$ cat src/sv/crv_pkg.sv
// shared types, constants and arctangent table for the cordic rotate/vector unit
package crv_pkg;

    // datapath geometry
    localparam int DATA_W      = 32;
    localparam int ITER_COUNT  = 16;
    localparam int TABLE_LEN   = 16;
    localparam int IDX_W       = $clog2(TABLE_LEN);
    localparam int ANGLE_SHIFT = 24;

    // io field widths
    localparam int KIND_W  = 2;
    localparam int COMP_W  = 16;
    localparam int ANGLE_W = 8;

    // gain removal: q = (|v| * 2^GAIN_PRESCALE) / GAIN_DIV by reciprocal multiply
    localparam int GAIN_DIV      = 1686;
    localparam int GAIN_PRESCALE = 10;
    localparam int GAIN_SHIFT    = 32;
    localparam int RECIP_W       = 32;
    localparam logic [RECIP_W-1:0] GAIN_RECIP =
        RECIP_W'((64'd1 << (GAIN_SHIFT + GAIN_PRESCALE)) / GAIN_DIV);
    // component magnitudes stay below 2^17 for 16-bit inputs
    localparam int MAG_W = 18;
    localparam int PROD_W = MAG_W + RECIP_W;
    localparam int REM_W  = MAG_W + GAIN_PRESCALE + 1;

    // percent scaling for sine and cosine
    localparam int PCT_SCALE = 100;
    localparam int PCT_K_W   = 8;
    localparam int PCT_SHIFT = 14;
    localparam int PCT_W     = COMP_W + PCT_K_W;

    // unit vector for the sine and cosine mode
    localparam logic [DATA_W-1:0] UNIT_X = 32'd16384;

    typedef enum logic [KIND_W-1:0] {
        KIND_ROTATE = 2'd0,
        KIND_VECTOR = 2'd1,
        KIND_TRIG   = 2'd2,
        KIND_NONE   = 2'd3
    } t_kind;

    // item state as it travels down the cell chain
    typedef struct packed {
        t_kind             kind;
        logic [DATA_W-1:0] x;
        logic [DATA_W-1:0] y;
        logic [DATA_W-1:0] z;
    } t_cordic_data;

    // arctan(2^-i) in degrees, scaled by 2^24
    function automatic logic [DATA_W-1:0] atan_arc(input logic [IDX_W-1:0] idx);
        logic [DATA_W-1:0] arc;
        unique case (idx)
            4'd0:  arc = 32'd754974720;
            4'd1:  arc = 32'd445687602;
            4'd2:  arc = 32'd235489088;
            4'd3:  arc = 32'd119537938;
            4'd4:  arc = 32'd60000934;
            4'd5:  arc = 32'd30029717;
            4'd6:  arc = 32'd15018523;
            4'd7:  arc = 32'd7509720;
            4'd8:  arc = 32'd3754917;
            4'd9:  arc = 32'd1877470;
            4'd10: arc = 32'd938734;
            4'd11: arc = 32'd469367;
            4'd12: arc = 32'd234684;
            4'd13: arc = 32'd117342;
            4'd14: arc = 32'd58671;
            4'd15: arc = 32'd29335;
        endcase
        return arc;
    endfunction

endpackage

$ cat src/sv/crv_post.sv
// gain removal, angle extraction and percent scaling after the cell chain
module crv_post (
    input  logic                              i_clk,
    input  logic                              i_rst_n,
    input  logic                              i_valid,
    input  crv_pkg::t_cordic_data             i_data,
    output logic                              o_stall,
    output logic                              o_valid,
    output logic signed [crv_pkg::COMP_W-1:0] o_first_out,
    output logic signed [crv_pkg::COMP_W-1:0] o_second_out,
    input  logic                              i_stall
);

    // stage 1: magnitudes times reciprocal, angle rounding
    logic                           r1_valid;
    crv_pkg::t_kind                 r1_kind;
    logic                           r1_sx;
    logic                           r1_sy;
    logic [crv_pkg::MAG_W-1:0]      r1_mx;
    logic [crv_pkg::MAG_W-1:0]      r1_my;
    logic [crv_pkg::PROD_W-1:0]     r1_px;
    logic [crv_pkg::PROD_W-1:0]     r1_py;
    logic [crv_pkg::COMP_W-1:0]     r1_ang;
    // stage 2: corrected quotients with sign applied
    logic                           r2_valid;
    crv_pkg::t_kind                 r2_kind;
    logic [crv_pkg::COMP_W-1:0]     r2_gx;
    logic [crv_pkg::COMP_W-1:0]     r2_gy;
    logic [crv_pkg::COMP_W-1:0]     r2_ang;
    // stage 3: percent products
    logic                           r3_valid;
    crv_pkg::t_kind                 r3_kind;
    logic [crv_pkg::COMP_W-1:0]     r3_gx;
    logic [crv_pkg::COMP_W-1:0]     r3_gy;
    logic [crv_pkg::COMP_W-1:0]     r3_ang;
    logic signed [crv_pkg::PCT_W-1:0] r3_pcx;
    logic signed [crv_pkg::PCT_W-1:0] r3_pcy;
    // output register
    logic                           r_out_valid;
    logic [crv_pkg::COMP_W-1:0]     r_first;
    logic [crv_pkg::COMP_W-1:0]     r_second;

    logic s1;
    logic s2;
    logic s3;
    logic s_out;

    logic [crv_pkg::DATA_W-1:0]     abs_x;
    logic [crv_pkg::DATA_W-1:0]     abs_y;
    logic [crv_pkg::DATA_W-1:0]     z_rnd;
    logic [crv_pkg::MAG_W-1:0]      qe_x;
    logic [crv_pkg::MAG_W-1:0]      qe_y;
    logic [crv_pkg::REM_W-1:0]      rem_x;
    logic [crv_pkg::REM_W-1:0]      rem_y;
    logic [crv_pkg::MAG_W-1:0]      q_x;
    logic [crv_pkg::MAG_W-1:0]      q_y;
    logic [crv_pkg::COMP_W-1:0]     n2_gx;
    logic [crv_pkg::COMP_W-1:0]     n2_gy;
    logic signed [crv_pkg::PCT_W-1:0] n3_pcx;
    logic signed [crv_pkg::PCT_W-1:0] n3_pcy;
    logic [crv_pkg::PCT_W-1:0]      pr_x;
    logic [crv_pkg::PCT_W-1:0]      pr_y;
    logic [crv_pkg::COMP_W-1:0]     pct_x;
    logic [crv_pkg::COMP_W-1:0]     pct_y;
    logic [crv_pkg::COMP_W-1:0]     n_first;
    logic [crv_pkg::COMP_W-1:0]     n_second;

    // stall chain: a stage holds only when full and blocked downstream
    assign s_out   = r_out_valid & i_stall;
    assign s3      = r3_valid & s_out;
    assign s2      = r2_valid & s3;
    assign s1      = r1_valid & s2;
    assign o_stall = s1;

    // stage 1 logic
    always_comb begin
        abs_x = i_data.x[crv_pkg::DATA_W-1] ? (crv_pkg::DATA_W'(0) - i_data.x) : i_data.x;
        abs_y = i_data.y[crv_pkg::DATA_W-1] ? (crv_pkg::DATA_W'(0) - i_data.y) : i_data.y;
        z_rnd = i_data.z;
        if (i_data.z[crv_pkg::ANGLE_SHIFT-2:0] != '0) begin
            z_rnd[crv_pkg::ANGLE_SHIFT] = 1'b1;
        end
    end

    always_ff @(posedge i_clk) begin
        if (!i_rst_n) begin
            r1_valid <= 1'b0;
        end else if (!s1) begin
            r1_valid <= i_valid;
        end
    end

    always_ff @(posedge i_clk) begin
        if (!s1 && i_valid) begin
            r1_kind <= i_data.kind;
            r1_sx   <= i_data.x[crv_pkg::DATA_W-1];
            r1_sy   <= i_data.y[crv_pkg::DATA_W-1];
            r1_mx   <= abs_x[crv_pkg::MAG_W-1:0];
            r1_my   <= abs_y[crv_pkg::MAG_W-1:0];
            r1_px   <= crv_pkg::PROD_W'(abs_x[crv_pkg::MAG_W-1:0]) *
                       crv_pkg::PROD_W'(crv_pkg::GAIN_RECIP);
            r1_py   <= crv_pkg::PROD_W'(abs_y[crv_pkg::MAG_W-1:0]) *
                       crv_pkg::PROD_W'(crv_pkg::GAIN_RECIP);
            r1_ang  <= crv_pkg::COMP_W'($signed(z_rnd[crv_pkg::DATA_W-1:crv_pkg::ANGLE_SHIFT]));
        end
    end

    // stage 2: estimate is low by at most one, fix with a remainder compare
    always_comb begin
        qe_x  = r1_px[crv_pkg::GAIN_SHIFT +: crv_pkg::MAG_W];
        qe_y  = r1_py[crv_pkg::GAIN_SHIFT +: crv_pkg::MAG_W];
        rem_x = (crv_pkg::REM_W'(r1_mx) << crv_pkg::GAIN_PRESCALE) -
                crv_pkg::REM_W'(qe_x) * crv_pkg::REM_W'(crv_pkg::GAIN_DIV);
        rem_y = (crv_pkg::REM_W'(r1_my) << crv_pkg::GAIN_PRESCALE) -
                crv_pkg::REM_W'(qe_y) * crv_pkg::REM_W'(crv_pkg::GAIN_DIV);
        q_x   = (rem_x >= crv_pkg::REM_W'(crv_pkg::GAIN_DIV)) ?
                (qe_x + crv_pkg::MAG_W'(1)) : qe_x;
        q_y   = (rem_y >= crv_pkg::REM_W'(crv_pkg::GAIN_DIV)) ?
                (qe_y + crv_pkg::MAG_W'(1)) : qe_y;
        // truncation toward zero, then wrap to 16 bits
        n2_gx = r1_sx ? (crv_pkg::COMP_W'(0) - q_x[crv_pkg::COMP_W-1:0]) :
                q_x[crv_pkg::COMP_W-1:0];
        n2_gy = r1_sy ? (crv_pkg::COMP_W'(0) - q_y[crv_pkg::COMP_W-1:0]) :
                q_y[crv_pkg::COMP_W-1:0];
    end

    always_ff @(posedge i_clk) begin
        if (!i_rst_n) begin
            r2_valid <= 1'b0;
        end else if (!s2) begin
            r2_valid <= r1_valid;
        end
    end

    always_ff @(posedge i_clk) begin
        if (!s2 && r1_valid) begin
            r2_kind <= r1_kind;
            r2_gx   <= n2_gx;
            r2_gy   <= n2_gy;
            r2_ang  <= r1_ang;
        end
    end

    // stage 3: scale by 100
    always_comb begin
        n3_pcx = crv_pkg::PCT_W'($signed(r2_gx) *
                 $signed(crv_pkg::PCT_K_W'(crv_pkg::PCT_SCALE)));
        n3_pcy = crv_pkg::PCT_W'($signed(r2_gy) *
                 $signed(crv_pkg::PCT_K_W'(crv_pkg::PCT_SCALE)));
    end

    always_ff @(posedge i_clk) begin
        if (!i_rst_n) begin
            r3_valid <= 1'b0;
        end else if (!s3) begin
            r3_valid <= r2_valid;
        end
    end

    always_ff @(posedge i_clk) begin
        if (!s3 && r2_valid) begin
            r3_kind <= r2_kind;
            r3_gx   <= r2_gx;
            r3_gy   <= r2_gy;
            r3_ang  <= r2_ang;
            r3_pcx  <= n3_pcx;
            r3_pcy  <= n3_pcy;
        end
    end

    // percent rounding and result select
    always_comb begin
        pr_x = r3_pcx;
        pr_y = r3_pcy;
        if (pr_x[crv_pkg::PCT_SHIFT-1:0] != '0) begin
            pr_x[crv_pkg::PCT_SHIFT] = 1'b1;
        end
        if (pr_y[crv_pkg::PCT_SHIFT-1:0] != '0) begin
            pr_y[crv_pkg::PCT_SHIFT] = 1'b1;
        end
        pct_x = crv_pkg::COMP_W'($signed(pr_x[crv_pkg::PCT_W-1:crv_pkg::PCT_SHIFT]));
        pct_y = crv_pkg::COMP_W'($signed(pr_y[crv_pkg::PCT_W-1:crv_pkg::PCT_SHIFT]));
        unique case (r3_kind)
            crv_pkg::KIND_ROTATE: begin
                n_first  = r3_gx;
                n_second = r3_gy;
            end
            crv_pkg::KIND_VECTOR: begin
                n_first  = r3_gx;
                n_second = r3_ang;
            end
            crv_pkg::KIND_TRIG: begin
                n_first  = pct_x;
                n_second = pct_y;
            end
            crv_pkg::KIND_NONE: begin
                n_first  = '0;
                n_second = '0;
            end
            default: begin
                n_first  = '0;
                n_second = '0;
            end
        endcase
    end

    always_ff @(posedge i_clk) begin
        if (!i_rst_n) begin
            r_out_valid <= 1'b0;
        end else if (!s_out) begin
            r_out_valid <= r3_valid;
        end
    end

    always_ff @(posedge i_clk) begin
        if (!s_out && r3_valid) begin
            r_first  <= n_first;
            r_second <= n_second;
        end
    end

    assign o_valid      = r_out_valid;
    assign o_first_out  = r_first;
    assign o_second_out = r_second;

endmodule

$ cat config.mk
export PLATFORM = sky130hd
export DESIGN_NAME = crv_post
export DESIGN_NICKNAME = d
export VERILOG_FILES = /design/src/sv/crv_pkg.sv /design/src/sv/crv_post.sv
export SDC_FILE = /design/constraint.sdc
export NUM_CORES = 2
export LEC_CHECK = 0
export BUFFER_PORTS_ARGS = -buffer_cell sky130_fd_sc_hd__buf_2
export CORE_ASPECT_RATIO = 1.75
export CORE_UTILIZATION = 61
export CTS_BUF_LIST = sky130_fd_sc_hd__clkbuf_2 sky130_fd_sc_hd__clkbuf_4 sky130_fd_sc_hd__clkbuf_8
export DETAILED_ROUTE_END_ITERATION = 8
export GPL_TIMING_DRIVEN = 1
export HOLD_SLACK_MARGIN = 0.06
export PLACE_DENSITY = 0.89
export SLEW_MARGIN = 20
export SYNTH_ARGS = -nofsm -noshare
export SYNTH_HDL_FRONTEND = slang
export SYNTH_SLANG_ARGS = --single-unit
$ cat constraint.sdc
create_clock -name i_clk -period 23.4 [get_ports i_clk]
set_input_delay 3.51 -clock i_clk [delete_from_list [all_inputs] [get_ports i_clk]]
set_output_delay 3.51 -clock i_clk [all_outputs]
set_load 0.02 [all_outputs]
[Word level (Yosys, flattened, before mapping)]
Cells that the tools add are included.
W data, S select, Z words.
Storage, ports and cells
  input port bits: 102
  logic and storage cells: 71
  register bits after elaboration: 312
Operators by class
  equal/unequal tests: 3
  multipliers: 6
  bitwise gates (word level): 4
  multiplexer cells: 10
  $lt $le $gt $ge: 2
  add/subtract/negate cells: 8
  reductions and logical operators: 13
Operators with widths (count)
  $mul A18 B32 Y50 const B: 2
  $mux W16: 4
  $pmux W16 S4: 1
  $ge A29 B11 Y1 const B: 2
  $sub A28 B29 Y29: 2
  $mul A18 B10 Y28 const B: 2
  $pmux W16 S3: 1
  $mul A16 B6 Y22 const B: 2
  $mux W18: 2
  $sub A1 B18 Y18 const A: 2
  $add A16 B1 Y16 const B: 2
  $sub A1 B16 Y16 const A: 2
  $reduce_bool A14 Y1: 2
  $reduce_bool A23 Y1: 1
  $and A1 B1 Y1: 4
  $eq A2 B2 Y1 const B: 2
  $logic_and A1 B1 Y1: 4
  $logic_not A1 Y1: 4
  $eq A2 B1 Y1 const B: 1
  $logic_not A2 Y1: 1
  $mux W1: 2
  $reduce_or A2 Y1: 1

[Longest topological paths before layout]
  word-level depth: 6
  depth in mapped cells: 44
  depth with buffers taken out: 41

[Least setup slack after synthesis]
Ideal clock, no wire load.
  kind: input to register
  start point: in i_data[40] (netlist bit)
  end point: reg r1_py[49] (netlist bit), data pin
  data arrival time: 11.604 ns
  library setup time: 0.262 ns
  slack: 11.534 ns
  stages: 26
  path through: or4_1 or3_1 o41a_1 xor2_1 inv_1 fa_1 inv_1 fa_1 fa_1 fa_1 fa_1 fa_1 ha_1 a211oi_1 o211ai_1 a2111oi_0 o21ai_0 nand2_1 o221a_2 o31ai_1 o41ai_1 o21ai_0 o41ai_1 o21bai_1 a21oi_1 xor2_1
On the way
  longest elaborated chain between the ends: 3
Ends and longest elaborated chain
  start: declaration: line crv_post.sv:6  | input crv_pkg::t_cordic_data i_data,
  $sub A1 B18 Y18: line crv_post.sv:78  | abs_y = i_data.y[crv_pkg::DATA_W-1] ? (crv_pkg::DATA_W'(0) - i_data.y) : i_data.y;
  $mux W18: line crv_post.sv:78
  net abs_y, one bit: line crv_post.sv:49  | logic [crv_pkg::DATA_W-1:0] abs_y;
  $mul A18 B32 Y50: line crv_post.sv:102  | r1_py <= crv_pkg::PROD_W'(abs_y[crv_pkg::MAG_W-1:0]) *
  end signal: assignment: line crv_post.sv:102
  end: declaration: line crv_post.sv:22  | logic [crv_pkg::PROD_W-1:0] r1_py;
The timed path passes the listed nets, and every way through them passes these cells.
A chain may end at the register's enable or synchronous reset.

[Final worst setup path]
  start point: in i_data[36] (netlist bit)
  end point: reg r1_py[49] (netlist bit), data pin
The elaborated chain is that of the path after synthesis.

==> results.toml <==
[outcome]
status = "complete, no violations"

[worst_hold_path]
hp-start = "r1_ang[4]"
hold_path_class = "register to register"

[clocking]
cts-resized-gates = 0
cts_num_sinks = 242
cts_tree = "built"
htree_levels = 2
clk_latency_ps = 630
clock_path_buffers = 3
clkTransAtPathRegs_ps = 70
cts_root_buf = "clkbuf_8"
cts_made_buffers = 36
hold_buffers = 0
postCtsSetupBuffers = 0

[floorplan]
start_util_pct = 61.72
die_h_um = 347.7
die-area_um2 = 69360
core_area_um2 = 67470
io_pins = 136
dieWidth_um = 199.5
rows = 126

[place]
dp_hpwl_mm = 88.64
gp_congestion = 1.020
io_buffers = 108

[worst_setup_path]
reg2reg_from = "r1_py[34]"
path_common_cell = "fa_1"
cpPeakStageDelay_ps = 710
path_max_fanout = 7
cp.arrival_ps = 13610
critPathKind = "input pin to register"
endpoint_kind = "register"
crit_path_top_delay_cell = "fa_1"
cp-startpoint = "i_data[36]"
cp.required_ps = 23730
startpoint_type = "input pin"

[logic_synthesis]
synth_warnings = 0
synthFlopType = "edfxtp_1"
syn-num-nets = 5475
syn-cell-area_um2 = 41650
avgSynthCellArea_um2 = 10.27
synth_top_area_cell = "fa_1"
synthTopCellsByArea = "fa_1, ha_1, edfxtp_1"
synth_cell_types = 99
seq_area_frac_synth_pct = 17.35
synth_top_area_share_pct = 29.76
syn_inst = 4054
async_reset_ff_share_pct = 0
yosys_register_bits = 242
synth_edf_count = 238

[sta]
min_period_over_period_pct = 56.74
finClkSkew_ps = 48.33
maxSlewViolCount = 0
relSlewSlack_pct = 23.74
finalHoldViolCount = 0
finalSetupViolCount = 0
fin_tns_setup_ps = 0
tightest_slew_ps = 1140
fmax_mhz = 75.32
min_period_ps = 13280
rsz0062_at_grt = "no"

[grt]
grt_pass1_vias = 34760
antenna_found_initial = 5
grt_pass1_wl_mm = 174.3
grtUsageTotal_pct = 32.96
grt_overflow = 0
grt_max_degree = 81

[final_layout]
drive_gt1_share_pct = 6.241
final_cell_mix = "inv_1, ha_1, fa_1, edfxtp_1, xnor2_1"
area_growth_pct = 6.105
regArea_um2 = 7227
multi_input_area_um2 = 30380
final_common_cell = "inv_1"
layout.nets = 5610
fill_cells = 4843

[routing]
drc = 0
detail_route.wl_per_cell_um = 21.36
dr.pass1.iters = 8
top_layer = "met4"
wl_met2_mm = 57.90
vias = 30640
ant_nets = 0
wl_met3_mm = 6.373
drt_wl_total_mm = 109.3
drt-met1-wl_mm = 33.59
via_per_inst = 5.991
dr.first_iter.drc_count = 1901

[run]
maxCapViolations = 0
==> Yosys cell counts (all sizes together) (24+ instances only) <==
cell	n
inv	1037
ha	700
fa	619
edfxtp	238
xnor2	165
a21oi	158
nand2	130
nor2	126
o21ai	113
a21o	67
xor2	64
o21bai	49
nand3	44
clkbuf	38
nor3	37
nand4	35
nand2b	29
nor4	26
mux2i	25
o31ai	24
==> state kept, by name, summed over array words and instances (netlist names), 2 cells and up <==
register,flops
o_first_out,16
r2_gy,16
r1_ang,8
r1_px,18
r2_ang,8
r3_gy,16
r3_pcy,19
r3_pcx,19
r2_kind,2
o_second_out,16
r1_my,18
r2_gx,16
r3_ang,8
r3_kind,2
r3_gx,16
r1_kind,2
r1_mx,18
r1_py,18
==> final cells by class <==
cell class	count	share of cell area (%)
Tap cell	896	2.537
Inverter	1038	8.817
Sequential cell	242	16.35
Clock inverter	22	0.4983
Multi-Input combinational cell	2729	68.74
Clock buffer	41	1.220
Timing Repair Buffer	142	1.801
Antenna cell	5	0.02831
==> per-layer routing <==
| metal | global-route usage, % | up-vias |
|---|---|---|
| met1 | 30.61 | 14930 |
| met4 | 30.18 | 0 |
| met3 | 6.152 | 717 |
| met2 | 59.62 | 1483 |
| met5 | 0 | - |
| li1 | - | 13510 |
==> metrics by stage <==
| step | instance area, µm² | worst slack [ps] | hold slack, ps | std cells | utilization (%) |
|---|---|---|---|---|---|
| global placement | 43420 | 10100 | 403.2 | 5047 | 64.35 |
| floorplan | 41650 | 11530 | 400.3 | 4054 | - |
| CTS | 44180 | 10270 | 418.3 | 5110 | 65.47 |
| global route | 44180 | 9809 | 420.1 | 5113 | 65.48 |
| detailed placement | 43420 | 9698 | 407.2 | 5047 | 64.35 |
| finish | 44190 | 10120 | 421.9 | 5115 | 65.49 |
==> worst paths after layout <==
kind	end	slack, ps	cells past startpoint
setup / recovery	r1_py[49]	10120	33
hold / removal	r2_ang[4]	420	0
setup reg to reg	r2_gy[14]	12700	38
hold reg to reg	r2_ang[4]	420	0
==> kinds of logic (layout without fill, tap and decap cells) <==
group           Yosys count  in the layout  share of synthesized area [%]
fa+ha+maj              1319           1319                          50.79
buf+inv                1083           1243                          9.797
compound gates          579            579                          9.320
simple gates            573            573                          7.147
flops                   242            242                          17.35
xor+xnor                230            230                          4.888
mux                      28             28                         0.7090
other cells               0              5                              0
==> critical path: cells and delay by family <==
kind,cells,cell delay (ps)
AOI/OAI and AO/OA,12,3810
xor gates and xnor gates,2,740
adders and majority gates,7,3690
buffers and inverters,6,620
and+or+nand+nor,6,1250
Power is left out: the tool's default activity adds up to more than one toggle a clock period on the data nets, which glitch-free logic cannot reach.
