File: src/sv/crv_pkg.sv
// shared types, constants and arctangent table for the cordic rotate/vector unit
package crv_pkg;

    // datapath geometry
    localparam int DATA_W      = 32;
    localparam int ITER_COUNT  = 16;
    localparam int TABLE_LEN   = 16;
    localparam int IDX_W       = $clog2(TABLE_LEN);
    localparam int ANGLE_SHIFT = 24;

    // io field widths
    localparam int KIND_W  = 2;
    localparam int COMP_W  = 16;
    localparam int ANGLE_W = 8;

    // gain removal: q = (|v| * 2^GAIN_PRESCALE) / GAIN_DIV by reciprocal multiply
    localparam int GAIN_DIV      = 1686;
    localparam int GAIN_PRESCALE = 10;
    localparam int GAIN_SHIFT    = 32;
    localparam int RECIP_W       = 32;
    localparam logic [RECIP_W-1:0] GAIN_RECIP =
        RECIP_W'((64'd1 << (GAIN_SHIFT + GAIN_PRESCALE)) / GAIN_DIV);
    // component magnitudes stay below 2^17 for 16-bit inputs
    localparam int MAG_W = 18;
    localparam int PROD_W = MAG_W + RECIP_W;
    localparam int REM_W  = MAG_W + GAIN_PRESCALE + 1;

    // percent scaling for sine and cosine
    localparam int PCT_SCALE = 100;
    localparam int PCT_K_W   = 8;
    localparam int PCT_SHIFT = 14;
    localparam int PCT_W     = COMP_W + PCT_K_W;

    // unit vector for the sine and cosine mode
    localparam logic [DATA_W-1:0] UNIT_X = 32'd16384;

    typedef enum logic [KIND_W-1:0] {
        KIND_ROTATE = 2'd0,
        KIND_VECTOR = 2'd1,
        KIND_TRIG   = 2'd2,
        KIND_NONE   = 2'd3
    } t_kind;

    // item state as it travels down the cell chain
    typedef struct packed {
        t_kind             kind;
        logic [DATA_W-1:0] x;
        logic [DATA_W-1:0] y;
        logic [DATA_W-1:0] z;
    } t_cordic_data;

    // arctan(2^-i) in degrees, scaled by 2^24
    function automatic logic [DATA_W-1:0] atan_arc(input logic [IDX_W-1:0] idx);
        logic [DATA_W-1:0] arc;
        unique case (idx)
            4'd0:  arc = 32'd754974720;
            4'd1:  arc = 32'd445687602;
            4'd2:  arc = 32'd235489088;
            4'd3:  arc = 32'd119537938;
            4'd4:  arc = 32'd60000934;
            4'd5:  arc = 32'd30029717;
            4'd6:  arc = 32'd15018523;
            4'd7:  arc = 32'd7509720;
            4'd8:  arc = 32'd3754917;
            4'd9:  arc = 32'd1877470;
            4'd10: arc = 32'd938734;
            4'd11: arc = 32'd469367;
            4'd12: arc = 32'd234684;
            4'd13: arc = 32'd117342;
            4'd14: arc = 32'd58671;
            4'd15: arc = 32'd29335;
        endcase
        return arc;
    endfunction

endpackage

File: src/sv/crv_cell.sv
// one cordic micro-rotation stage with its own valid bit and stall
module crv_cell (
    input  logic                       i_clk,
    input  logic                       i_rst_n,
    input  logic [crv_pkg::IDX_W-1:0]  i_idx,
    input  logic                       i_valid,
    input  crv_pkg::t_cordic_data      i_data,
    output logic                       o_stall,
    output logic                       o_valid,
    output crv_pkg::t_cordic_data      o_data,
    input  logic                       i_stall
);

    logic                          r_valid;
    crv_pkg::t_cordic_data         r_data;
    crv_pkg::t_cordic_data         n_data;
    logic                          flip;
    logic [crv_pkg::DATA_W-1:0]    arc;
    logic [crv_pkg::DATA_W-1:0]    mask;
    logic [crv_pkg::DATA_W-1:0]    bit_i;
    logic [crv_pkg::DATA_W-1:0]    rx;
    logic [crv_pkg::DATA_W-1:0]    ry;

    // micro-rotation with sticky rounding into bit i before the shift
    always_comb begin
        if (i_data.kind == crv_pkg::KIND_VECTOR) begin
            flip = !i_data.y[crv_pkg::DATA_W-1];
        end else begin
            flip = i_data.z[crv_pkg::DATA_W-1];
        end
        arc   = crv_pkg::atan_arc(i_idx);
        bit_i = crv_pkg::DATA_W'(1) << i_idx;
        if (i_idx >= crv_pkg::IDX_W'(2)) begin
            mask = (crv_pkg::DATA_W'(1) << (i_idx - crv_pkg::IDX_W'(1))) - crv_pkg::DATA_W'(1);
        end else begin
            mask = '0;
        end
        rx = flip ? (crv_pkg::DATA_W'(0) - i_data.x) : i_data.x;
        ry = flip ? (crv_pkg::DATA_W'(0) - i_data.y) : i_data.y;
        if ((mask & rx) != '0) begin
            rx = rx | bit_i;
        end
        if ((mask & ry) != '0) begin
            ry = ry | bit_i;
        end
        n_data.kind = i_data.kind;
        n_data.x    = i_data.x - crv_pkg::DATA_W'($signed(ry) >>> i_idx);
        n_data.y    = i_data.y + crv_pkg::DATA_W'($signed(rx) >>> i_idx);
        n_data.z    = i_data.z - (flip ? (crv_pkg::DATA_W'(0) - arc) : arc);
    end

    // hold while full and the next stage is stalled
    assign o_stall = r_valid & i_stall;

    always_ff @(posedge i_clk) begin
        if (!i_rst_n) begin
            r_valid <= 1'b0;
        end else if (!o_stall) begin
            r_valid <= i_valid;
        end
    end

    always_ff @(posedge i_clk) begin
        if (!o_stall && i_valid) begin
            r_data <= n_data;
        end
    end

    assign o_valid = r_valid;
    assign o_data  = r_data;

endmodule

File: config.mk
export PLATFORM = sky130hd
export DESIGN_NAME = crv_cell
export DESIGN_NICKNAME = d
export VERILOG_FILES = /design/src/sv/crv_pkg.sv /design/src/sv/crv_cell.sv
export SDC_FILE = /design/constraint.sdc
export NUM_CORES = 1
export LEC_CHECK = 0
export ABC_AREA = 1
export BUFFER_PORTS_ARGS = -buffer_cell sky130_fd_sc_hd__buf_4
export CORE_MARGIN = 4
export CORE_UTILIZATION = 40
export CTS_BUF_LIST = sky130_fd_sc_hd__clkbuf_8
export CTS_CLUSTER_DIAMETER = 100
export CTS_CLUSTER_SIZE = 8
export DETAILED_ROUTE_END_ITERATION = 12
export SYNTH_ARGS = -nofsm -noshare
export SYNTH_HDL_FRONTEND = slang
export SYNTH_SLANG_ARGS = --single-unit
File: constraint.sdc
create_clock -name i_clk -period 15.62 [get_ports i_clk]
set_input_delay 3.905 -clock i_clk [delete_from_list [all_inputs] [get_ports i_clk]]
set_output_delay 3.905 -clock i_clk [all_outputs]
set_load 0.05 [all_outputs]
After elaboration in Yosys (flattened, before gate mapping). Memory sizes are Yosys's and may differ from the RTL's. Cells that the tools add are included.

Add/subtract/negate cells: 8. $lt $le $gt $ge: 1. Equality and inequality tests: 1. Shifts and indexed selects: 4. Mux-type cells: 7. Bitwise logic cells: 5. Reductions and logical operators: 5.

Operator list (number): $mux W32 (6); $sub A1 B32 Y32 const A (3); $and A32 B32 Y32 (2); $or A32 B32 Y32 (2); $reduce_bool A32 Y1 (2); $shl A1 B4 Y32 const A (2); $sshr A32 B4 Y32 (2); $sub A32 B32 Y32 (2); $add A32 B32 Y32 (1); $sub A32 B2 Y32 const B (1); $ge A4 B2 Y1 const B (1); $sub A4 B1 Y4 const B (1); $eq A2 B1 Y1 const B (1); $logic_not A1 Y1 (2); $and A1 B1 Y1 (1); $logic_and A1 B1 Y1 (1); $mux W1 (1).

Register bits after elaboration: 99. ROM bits: 480. Input port bits: 106. Output and inout port bits: 100. Word-level logic and storage cells: 37. Memories kept: 1.

Memories: (name not given) (words 16, bits a word 30, rd ports 1, clocked after memory_dff 0, write ports 0, line crv_pkg.sv:55) `unique case (idx)`.

Depth between registers and ports, before layout. Gate-level depths: netlist of run 1.

Depth after elaboration: 9. Gate-level depth with buffers: 55. Mapped depth without buffers: 50.

Least setup slack after synthesis of run 1. OpenSTA, ideal clock, no wires.

Kind: input port to flip-flop. Start: in i_idx[1] (netlist name). End: reg r_data (netlist bit o_data[94]) (data pin). Arrival: 10.317 ns. Setup slack: 5.038 ns. Stages on the path: 52. Buffers on the path: 5. Cells stage by stage: buf_6 clkinv_1 clkbuf_1 clkbuf_1 ha_1 inv_1 ha_1 buf_2 nor2_1 nand2_2 nand2_1 inv_1 nand2_1 nor2_1 nand2_1 nor3_1 ha_1 inv_1 (+16 left out) nand3_1 nand2_1 ha_1 inv_1 fa_1 nand3_1 nand2_1 a21boi_1 o21ai_0 a21boi_0 o21ai_1 a21boi_0 nor2_1 nand2_1 nand3_1 a21boi_1 o21ai_0 xor2_1.

RTL lines: from (decl) (line crv_cell.sv:5) `input logic [crv_pkg::IDX_W-1:0] i_idx,`; to (signal assigned) (line crv_cell.sv:65) `r_data <= n_data;`; to (decl) (line crv_cell.sv:15) `crv_pkg::t_cordic_data r_data;`.

==> flow_summary.yaml, run 1 <==
final_layout:
  layout-drive-gt1-share_pct: 14.2
  area_growth_pct: 13.2
  fillers: 4115
  seq_area_sq_um: 2960
  multiInputGateArea_sq_um: 10900
  fin_nets: 2757
clock_network:
  ctsLongestPathBuffers: 2
  postCtsSetupRepairBufs: 0
  ctsHtreeMaxLevel: 3
  cts_tree: "yes"
  cts.sinks: 99
  path_clk_slew_ns: 0.10
  clockRootBuffer: "clkbuf_8"
  hold_buffers: 0
  numCtsBuffers: 9
  cts_resized: 0
  clkLatencyLatePin_ns: 0.43
floorplanning:
  fp.dieH_um: 204
  io_pins: 206
  rows: 71
  core_area_sq_um: 37800
  die_area_sq_um: 41700
  die_w_um: 204
  start_util_pct: 40.7
critical_path:
  critical_path_class: "in2reg"
  end_kind: "flop"
  cp.arrival_ns: 11.71
  cpPeakStageDelay_ns: 0.52
  worstPathRequired_ns: 15.81
  cp_max_fo: 54
  start_kind: "input pin"
  path_delay_family: "simple AND/OR/NAND/NOR gates"
  crit_slowest_cell: "buf_4"
  cp_num_buf_inv: 7
yosys:
  syn-num-nets: 2607
  synth_top_cell_area_share_pct: 19.1
  synth.yosys.seq_area_share_pct: 19.3
  synthCells: 2387
  ys.flop_type: "edfxtp_1"
  avgSynthCellArea_sq_um: 6.45
  yosysWarnings: 0
  synth_area_leaders: "edfxtp_1 (19%), nand2_1 (14%), nand3_1 (9.8%), ha_1 (9.0%), inv_1 (6.6%)"
  yosysMostFrequentCell: "nand2_1"
  yosysTopAreaCell: "edfxtp_1"
  synth_edf_count: 98
  synthDistinctLibCells: 60
  netlist_area_sq_um: 15400
  ys_seq_elements: 99
  postSynth.asyncResetShare_pct: 0
  synth_common_cells: "nand2_1 (594), nand3_1 (302), inv_1 (272)"
sta:
  worst_pin_slew_ns: 0.939
  timing.hold.ws_ns: 0.493
  clock-skew-final_ns: 0.0144
  setup_tns_ns: 0
  rsz0062_at_grt: "no"
  fin_crit_ns: 11.52
  setup_viol: 0
  period_share_pct: 73.8
  max_slew_margin_pct: 37.4
  finalHoldViolations: 0
  maxSlewViolCount: 0
  fmax_mhz: 86.8
global_route:
  track_usage_pct: 27.4
  grt_pass1_vias: 15900
  grt_max_degree: 88
  antenna_found_initial: 0
  grt-ovfl-total: 0
  grt_pass1_wl_um: 89700
detailed_routing:
  drt_iter0_markers: 1683
  vias_per_cell: 5.50
  drc_errors: 0
  via_count: 16800
  wl_per_cell_um: 19.1
  postRouteAntennaNets: 0
  firstDrtPassIters: 6
  drt-total-wl_um: 58400
job:
  max_cap_viol_count: 0
pwr:
  ir_drop_mv: 0.0579
  seqPwrFrac_pct: 24.5
  comb_power_share_pct: 65.5
  swShare_pct: 52.5
  p_leak_nw: 8.79
  pwr_density_cell_nw_per_um2: 92.7
  p_int_mw: 0.768
  p_clk_share_pct: 10.0
  net-switching-power_mw: 0.847
hold_path:
  worstHoldPathType: "reg2reg"
placed_design:
  io_buffers: 205
  dp_hpwl_um: 48100
  gp_congestion: 0.990
status:
  outcome: "finished, final reports clean"
==> cell families (layout without fill, tap and decap cells) <==
family                     Yosys count  count (layout)  synth area share, %
and+or+nand+nor                   1283            1283                 39.1
other                                0               2                    0
buffers and inverters              360             515                 9.65
AOI/OAI and AO/OA                  375             375                 13.6
DFF                                 99              99                 19.3
adders and majority gates          114             114                 9.42
xor gates and xnor gates           150             150                 8.54
muxes                                6               6                0.390
==> worst min-delay path, delay by kind of cell (launching register included) <==
kind | cells | cell delay, ns
flip-flops | 1 | 0.32
AO/OA/AOI/OAI | 1 | 0.07
AND/OR/NAND/NOR | 1 | 0.06
==> cells in the final DEF (no fill, tap or decap), types with 3 or more instances in the layout <==
cell type,synthesis,routed
nor2_8,5,5
o21a_1,6,6
or2_2,17,17
xnor2_1,43,43
a31oi_1,25,25
nand2_1,594,593
nand3_2,33,33
edfxtp_1,98,98
fa_1,3,3
nand3_1,302,302
nor2_4,7,8
a21oi_1,120,120
a21boi_0,12,12
nand2_4,14,14
inv_2,7,8
a221oi_1,3,3
o21ai_1,14,14
nor2_1,213,212
mux2i_1,6,6
buf_4,0,217
ha_1,111,111
inv_1,272,272
a21o_1,6,6
o211ai_1,5,5
o31ai_1,6,6
nor3_1,10,10
xor2_1,107,107
nor2_2,9,9
nand4_1,43,43
nand3b_1,5,5
o221ai_1,3,3
o21bai_1,4,4
o21ai_0,157,157
nand2_2,19,20
clkbuf_8,0,9
==> routing by layer <==
layer	global-route usage (%)	up-vias	share of wire [%]
met5	0	-	0
met1	42.1	7851	49
met2	40.6	628	42
met3	3.92	68	7.4
li1	-	8261	-
met4	6.13	0	1.8
==> sequential cells by signal, summed over array words and instances, names as in the netlist <==
name / cells
o_data: 98
o_valid: 1
==> worst paths after layout <==
kind                                from         end  slack, ns  cells past startpoint
worst max register to register   o_valid  o_data[19]      13.52                      5
worst min register to register   o_valid     o_valid       0.49                      2
worst min-delay path             o_valid     o_valid       0.49                      2
worst max-delay path            i_idx[0]  o_data[54]       4.10                     45
==> area by class of cell <==
type,instances,area share [%]
repair buffers,217,9.35
clock inverters,7,0.251
flip-flops and latches,99,17.0
diodes,2,0.0287
clock buffers,9,0.711
well taps,511,3.67
multi-input cells,1928,62.9
inverters,282,6.11
==> metrics by stage <==
step | cell area (sq um) | std cells | setup WS [ns] | utilization, % | power (mW)
detailed placement | 17200 | 3037 | 3.69 | 45.6 | 1.44
global route | 17400 | 3053 | 3.30 | 46.0 | 1.73
floorplan | 15400 | 2387 | 5.04 | - | 1.15
global placement | 17200 | 3037 | 3.74 | 45.6 | 1.44
CTS | 17400 | 3053 | 4.16 | 46.0 | 1.61
finish | 17400 | 3055 | 4.10 | 46.0 | 1.61
==> power groups by stage <==
| stage | logic (mW) | registers, mW | clock network, mW |
|---|---|---|---|
| floorplan | 0.544 | 0.604 | 0 |
| global route | 1.15 | 0.402 | 0.179 |
| CTS | 1.05 | 0.397 | 0.169 |
| finish | 1.06 | 0.396 | 0.162 |
| detailed placement | 1.04 | 0.403 | 0 |
| global placement | 1.04 | 0.401 | 0 |
(Power assumes the default switching activity.)
==> inputs of run 2 (changes only) <==
ABC_AREA = 0   (was 1)
clock period = 10.9 ns   (was 15.62 ns; I/O delays follow)
==> run 2 against run 1 <==
  * Die area is 5.4% lower
  * Sequential share of layout area is 0.42 points higher
  * Largest cell class unchanged
  * Cell count is 20% lower
  * Setup slack worse by 3.3 ns
  * Non-clock buffer count is 60 higher
  * First-iteration DRC count is 22% lower
  * Highest routed layer unchanged
  * Utilization is 1.7 points higher
  * Largest power group unchanged
  * Clock power is 75% higher
  * Sequential power is 46% higher
==> flow_summary.yaml, run 2 <==
status:
  outcome: "finished, final reports clean"
critical_path:
  r2r-end: "o_data[77]"
  r2r_start: "o_valid"
  cp_max_fo: 18
  critical_path_class: "in2reg"
  cp-endpoint: "o_data[92]"
  cp.arrival_ns: 10.27
  cpPeakStageDelay_ns: 0.66
  start_kind: "input pin"
  crit_slowest_cell: "or4b_2"
  worstPathRequired_ns: 11.11
  crit_start: "i_idx[0]"
  r2r_cells: 4
  path_common_cell: "ha_1"
  path_delay_family: "compound AO/OA/AOI/OAI gates"
  rrSetupSlack_ns: 8.68
  path_depth: 37
  end_kind: "flop"
  cp_num_buf_inv: 8
sta:
  setup_viol: 0
  setup_tns_ns: 0
  clock-skew-final_ns: 0.0129
  fin_crit_ns: 10.07
  max_slew_margin_pct: 33.5
  maxSlewViolCount: 0
  timing.hold.ws_ns: 0.750
  fmax_mhz: 99.4
  rsz0062_at_grt: "no"
  finalHoldViolations: 0
  worst_pin_slew_ns: 0.991
  period_share_pct: 92.3
hold_path:
  worstHoldPathType: "reg2reg"
detailed_routing:
  postRouteAntennaNets: 0
  drt_iter0_markers: 1319
  wl_per_cell_um: 22.5
  drt-total-wl_um: 55000
  drc_errors: 0
  via_count: 14900
  vias_per_cell: 6.08
  firstDrtPassIters: 7
placed_design:
  io_buffers: 205
  gp_congestion: 0.962
  dp_hpwl_um: 44700
job:
  max_cap_viol_count: 0
pwr:
  p_leak_nw: 7.01
  pwr_density_cell_nw_per_um2: 143
  ir_drop_mv: 0.0750
  p_total_mw: 2.44
yosys:
  synth.yosys.seq_area_share_pct: 20.4
  syn-num-nets: 2009
  synth_area_leaders: "edfxtp_1 (20%), ha_1 (9.6%), xnor2_1 (6.0%), a21oi_1 (5.4%), mux2i_1 (4.7%)"
  synth_edf_count: 98
  synth_top_cell_area_share_pct: 20.3
  netlist_area_sq_um: 14500
  ys.flop_type: "edfxtp_1"
  ys_seq_elements: 99
  synth_common_cells: "nor2_1 (160), a21oi_1 (158), nand2_1 (151)"
  yosysWarnings: 0
  avgSynthCellArea_sq_um: 8.11
  synthDistinctLibCells: 91
  yosysMostFrequentCell: "nor2_1"
  postSynth.asyncResetShare_pct: 0
  yosysTopAreaCell: "edfxtp_1"
  synthCells: 1789
final_layout:
  fin_nets: 2199
  layout-drive-gt1-share_pct: 19.2
  antennaDiodeCount: 0
  largest_register_ffs: 98
  area_growth_pct: 17.1
  layout_common_cells: "buf_4 (276), nor2_1 (159), a21oi_1 (158), nand2_1 (151), o21ai_0 (131)"
  final_common_cell: "buf_4"
floorplanning:
  die_w_um: 198
  fp.dieH_um: 198
  start_util_pct: 40.7
  core_area_sq_um: 35700
  die_area_sq_um: 39400
  io_pins: 206
  rows: 69
clock_network:
  ctsLongestPathBuffers: 2
  clockRootBuffer: "clkbuf_8"
  ctsHtreeMaxLevel: 3
  cts_tree: "yes"
  hold_buffers: 0
  clkLatencyLatePin_ns: 0.44
  numCtsBuffers: 9
  cts_resized: 0
  cts.sinks: 99
  path_clk_slew_ns: 0.11
  postCtsSetupRepairBufs: 0
global_route:
  grt-ovfl-total: 0
  grt_max_degree: 62
  track_usage_pct: 27.1
  antenna_found_initial: 0
  grt_pass1_vias: 14100
  grt_pass1_wl_um: 83100
==> run 2: cell count changes in the layout (fill, tap and decap cells not counted), moves of 53 or more <==
cell     change
inv_1      -224
nand2_1    -442
xnor2_1     +56
nand3_1    -273
buf_4       +59
mux2i_1     +62
nor2_1      -53
==> run 2: worst min-delay path by stage <==
stage | endpoint | startpoint | cells past startpoint
2_1_floorplan | o_valid | o_valid | 2
3_3_place_gp | o_valid | o_valid | 2
3_5_place_dp | o_valid | o_valid | 2
4_1_cts | o_valid | o_valid | 2
5_1_grt | o_valid | o_valid | 2
6_report | o_valid | o_valid | 2
==> run 2: cell families after synthesis <==
kind of cell,share of synthesized area [%]
AO/OA/AOI/OAI,25.4
AND/OR/NAND/NOR,19.5
XOR/XNOR,10.1
buffers and inverters,4.26
multiplexers,10.4
adder cells (fa/ha/maj),9.98
flip-flops,20.4
==> run 2: per-layer routing <==
| layer | track usage, % | wire length (um) | up-vias |
|---|---|---|---|
| met5 | 0 | 0 | - |
| met4 | 8.99 | 1920 | 0 |
| met3 | 3.35 | 3070 | 90 |
| met2 | 47.6 | 27000 | 563 |
| met1 | 34.5 | 23000 | 7100 |
| li1 | - | - | 7105 |
==> run 2: layout make-up <==
| type | instances | area [sq um] |
|---|---|---|
| clock inverters | 7 | 98.8 |
| flip-flops and latches | 99 | 2960 |
| clock buffers | 9 | 124 |
| multi-input cells | 1540 | 10900 |
| repair buffers | 277 | 2090 |
| inverters | 52 | 195 |
| well taps | 461 | 577 |
| fillers | 3582 | 18700 |
==> run 2: worst register-to-register path, delay by kind of cell, from the launching register on <==
kind | cells | cell delay (ns)
flip-flops | 1 | 0.33
AND/OR/NAND/NOR | 2 | 0.31
buffers and inverters | 2 | 1.14
==> run 2: where the power goes <==
part           internal, mW  switching [mW]
Clock                 0.131           0.153
Sequential            0.555          0.0248
Combinational         0.579           0.994
Total                  1.27            1.17
==> run 2: per-stage QoR <==
step | setup WS (ns) | instances | util (%) | cell area [sq um]
global route | 0.121 | 2445 | 47.7 | 17000
finish | 0.835 | 2445 | 47.7 | 17000
detailed placement | 0.493 | 2429 | 47.0 | 16800
CTS | 0.952 | 2445 | 47.7 | 17000
global placement | 0.553 | 2429 | 47.0 | 16800
floorplan | 0.0656 | 1789 | - | 14500
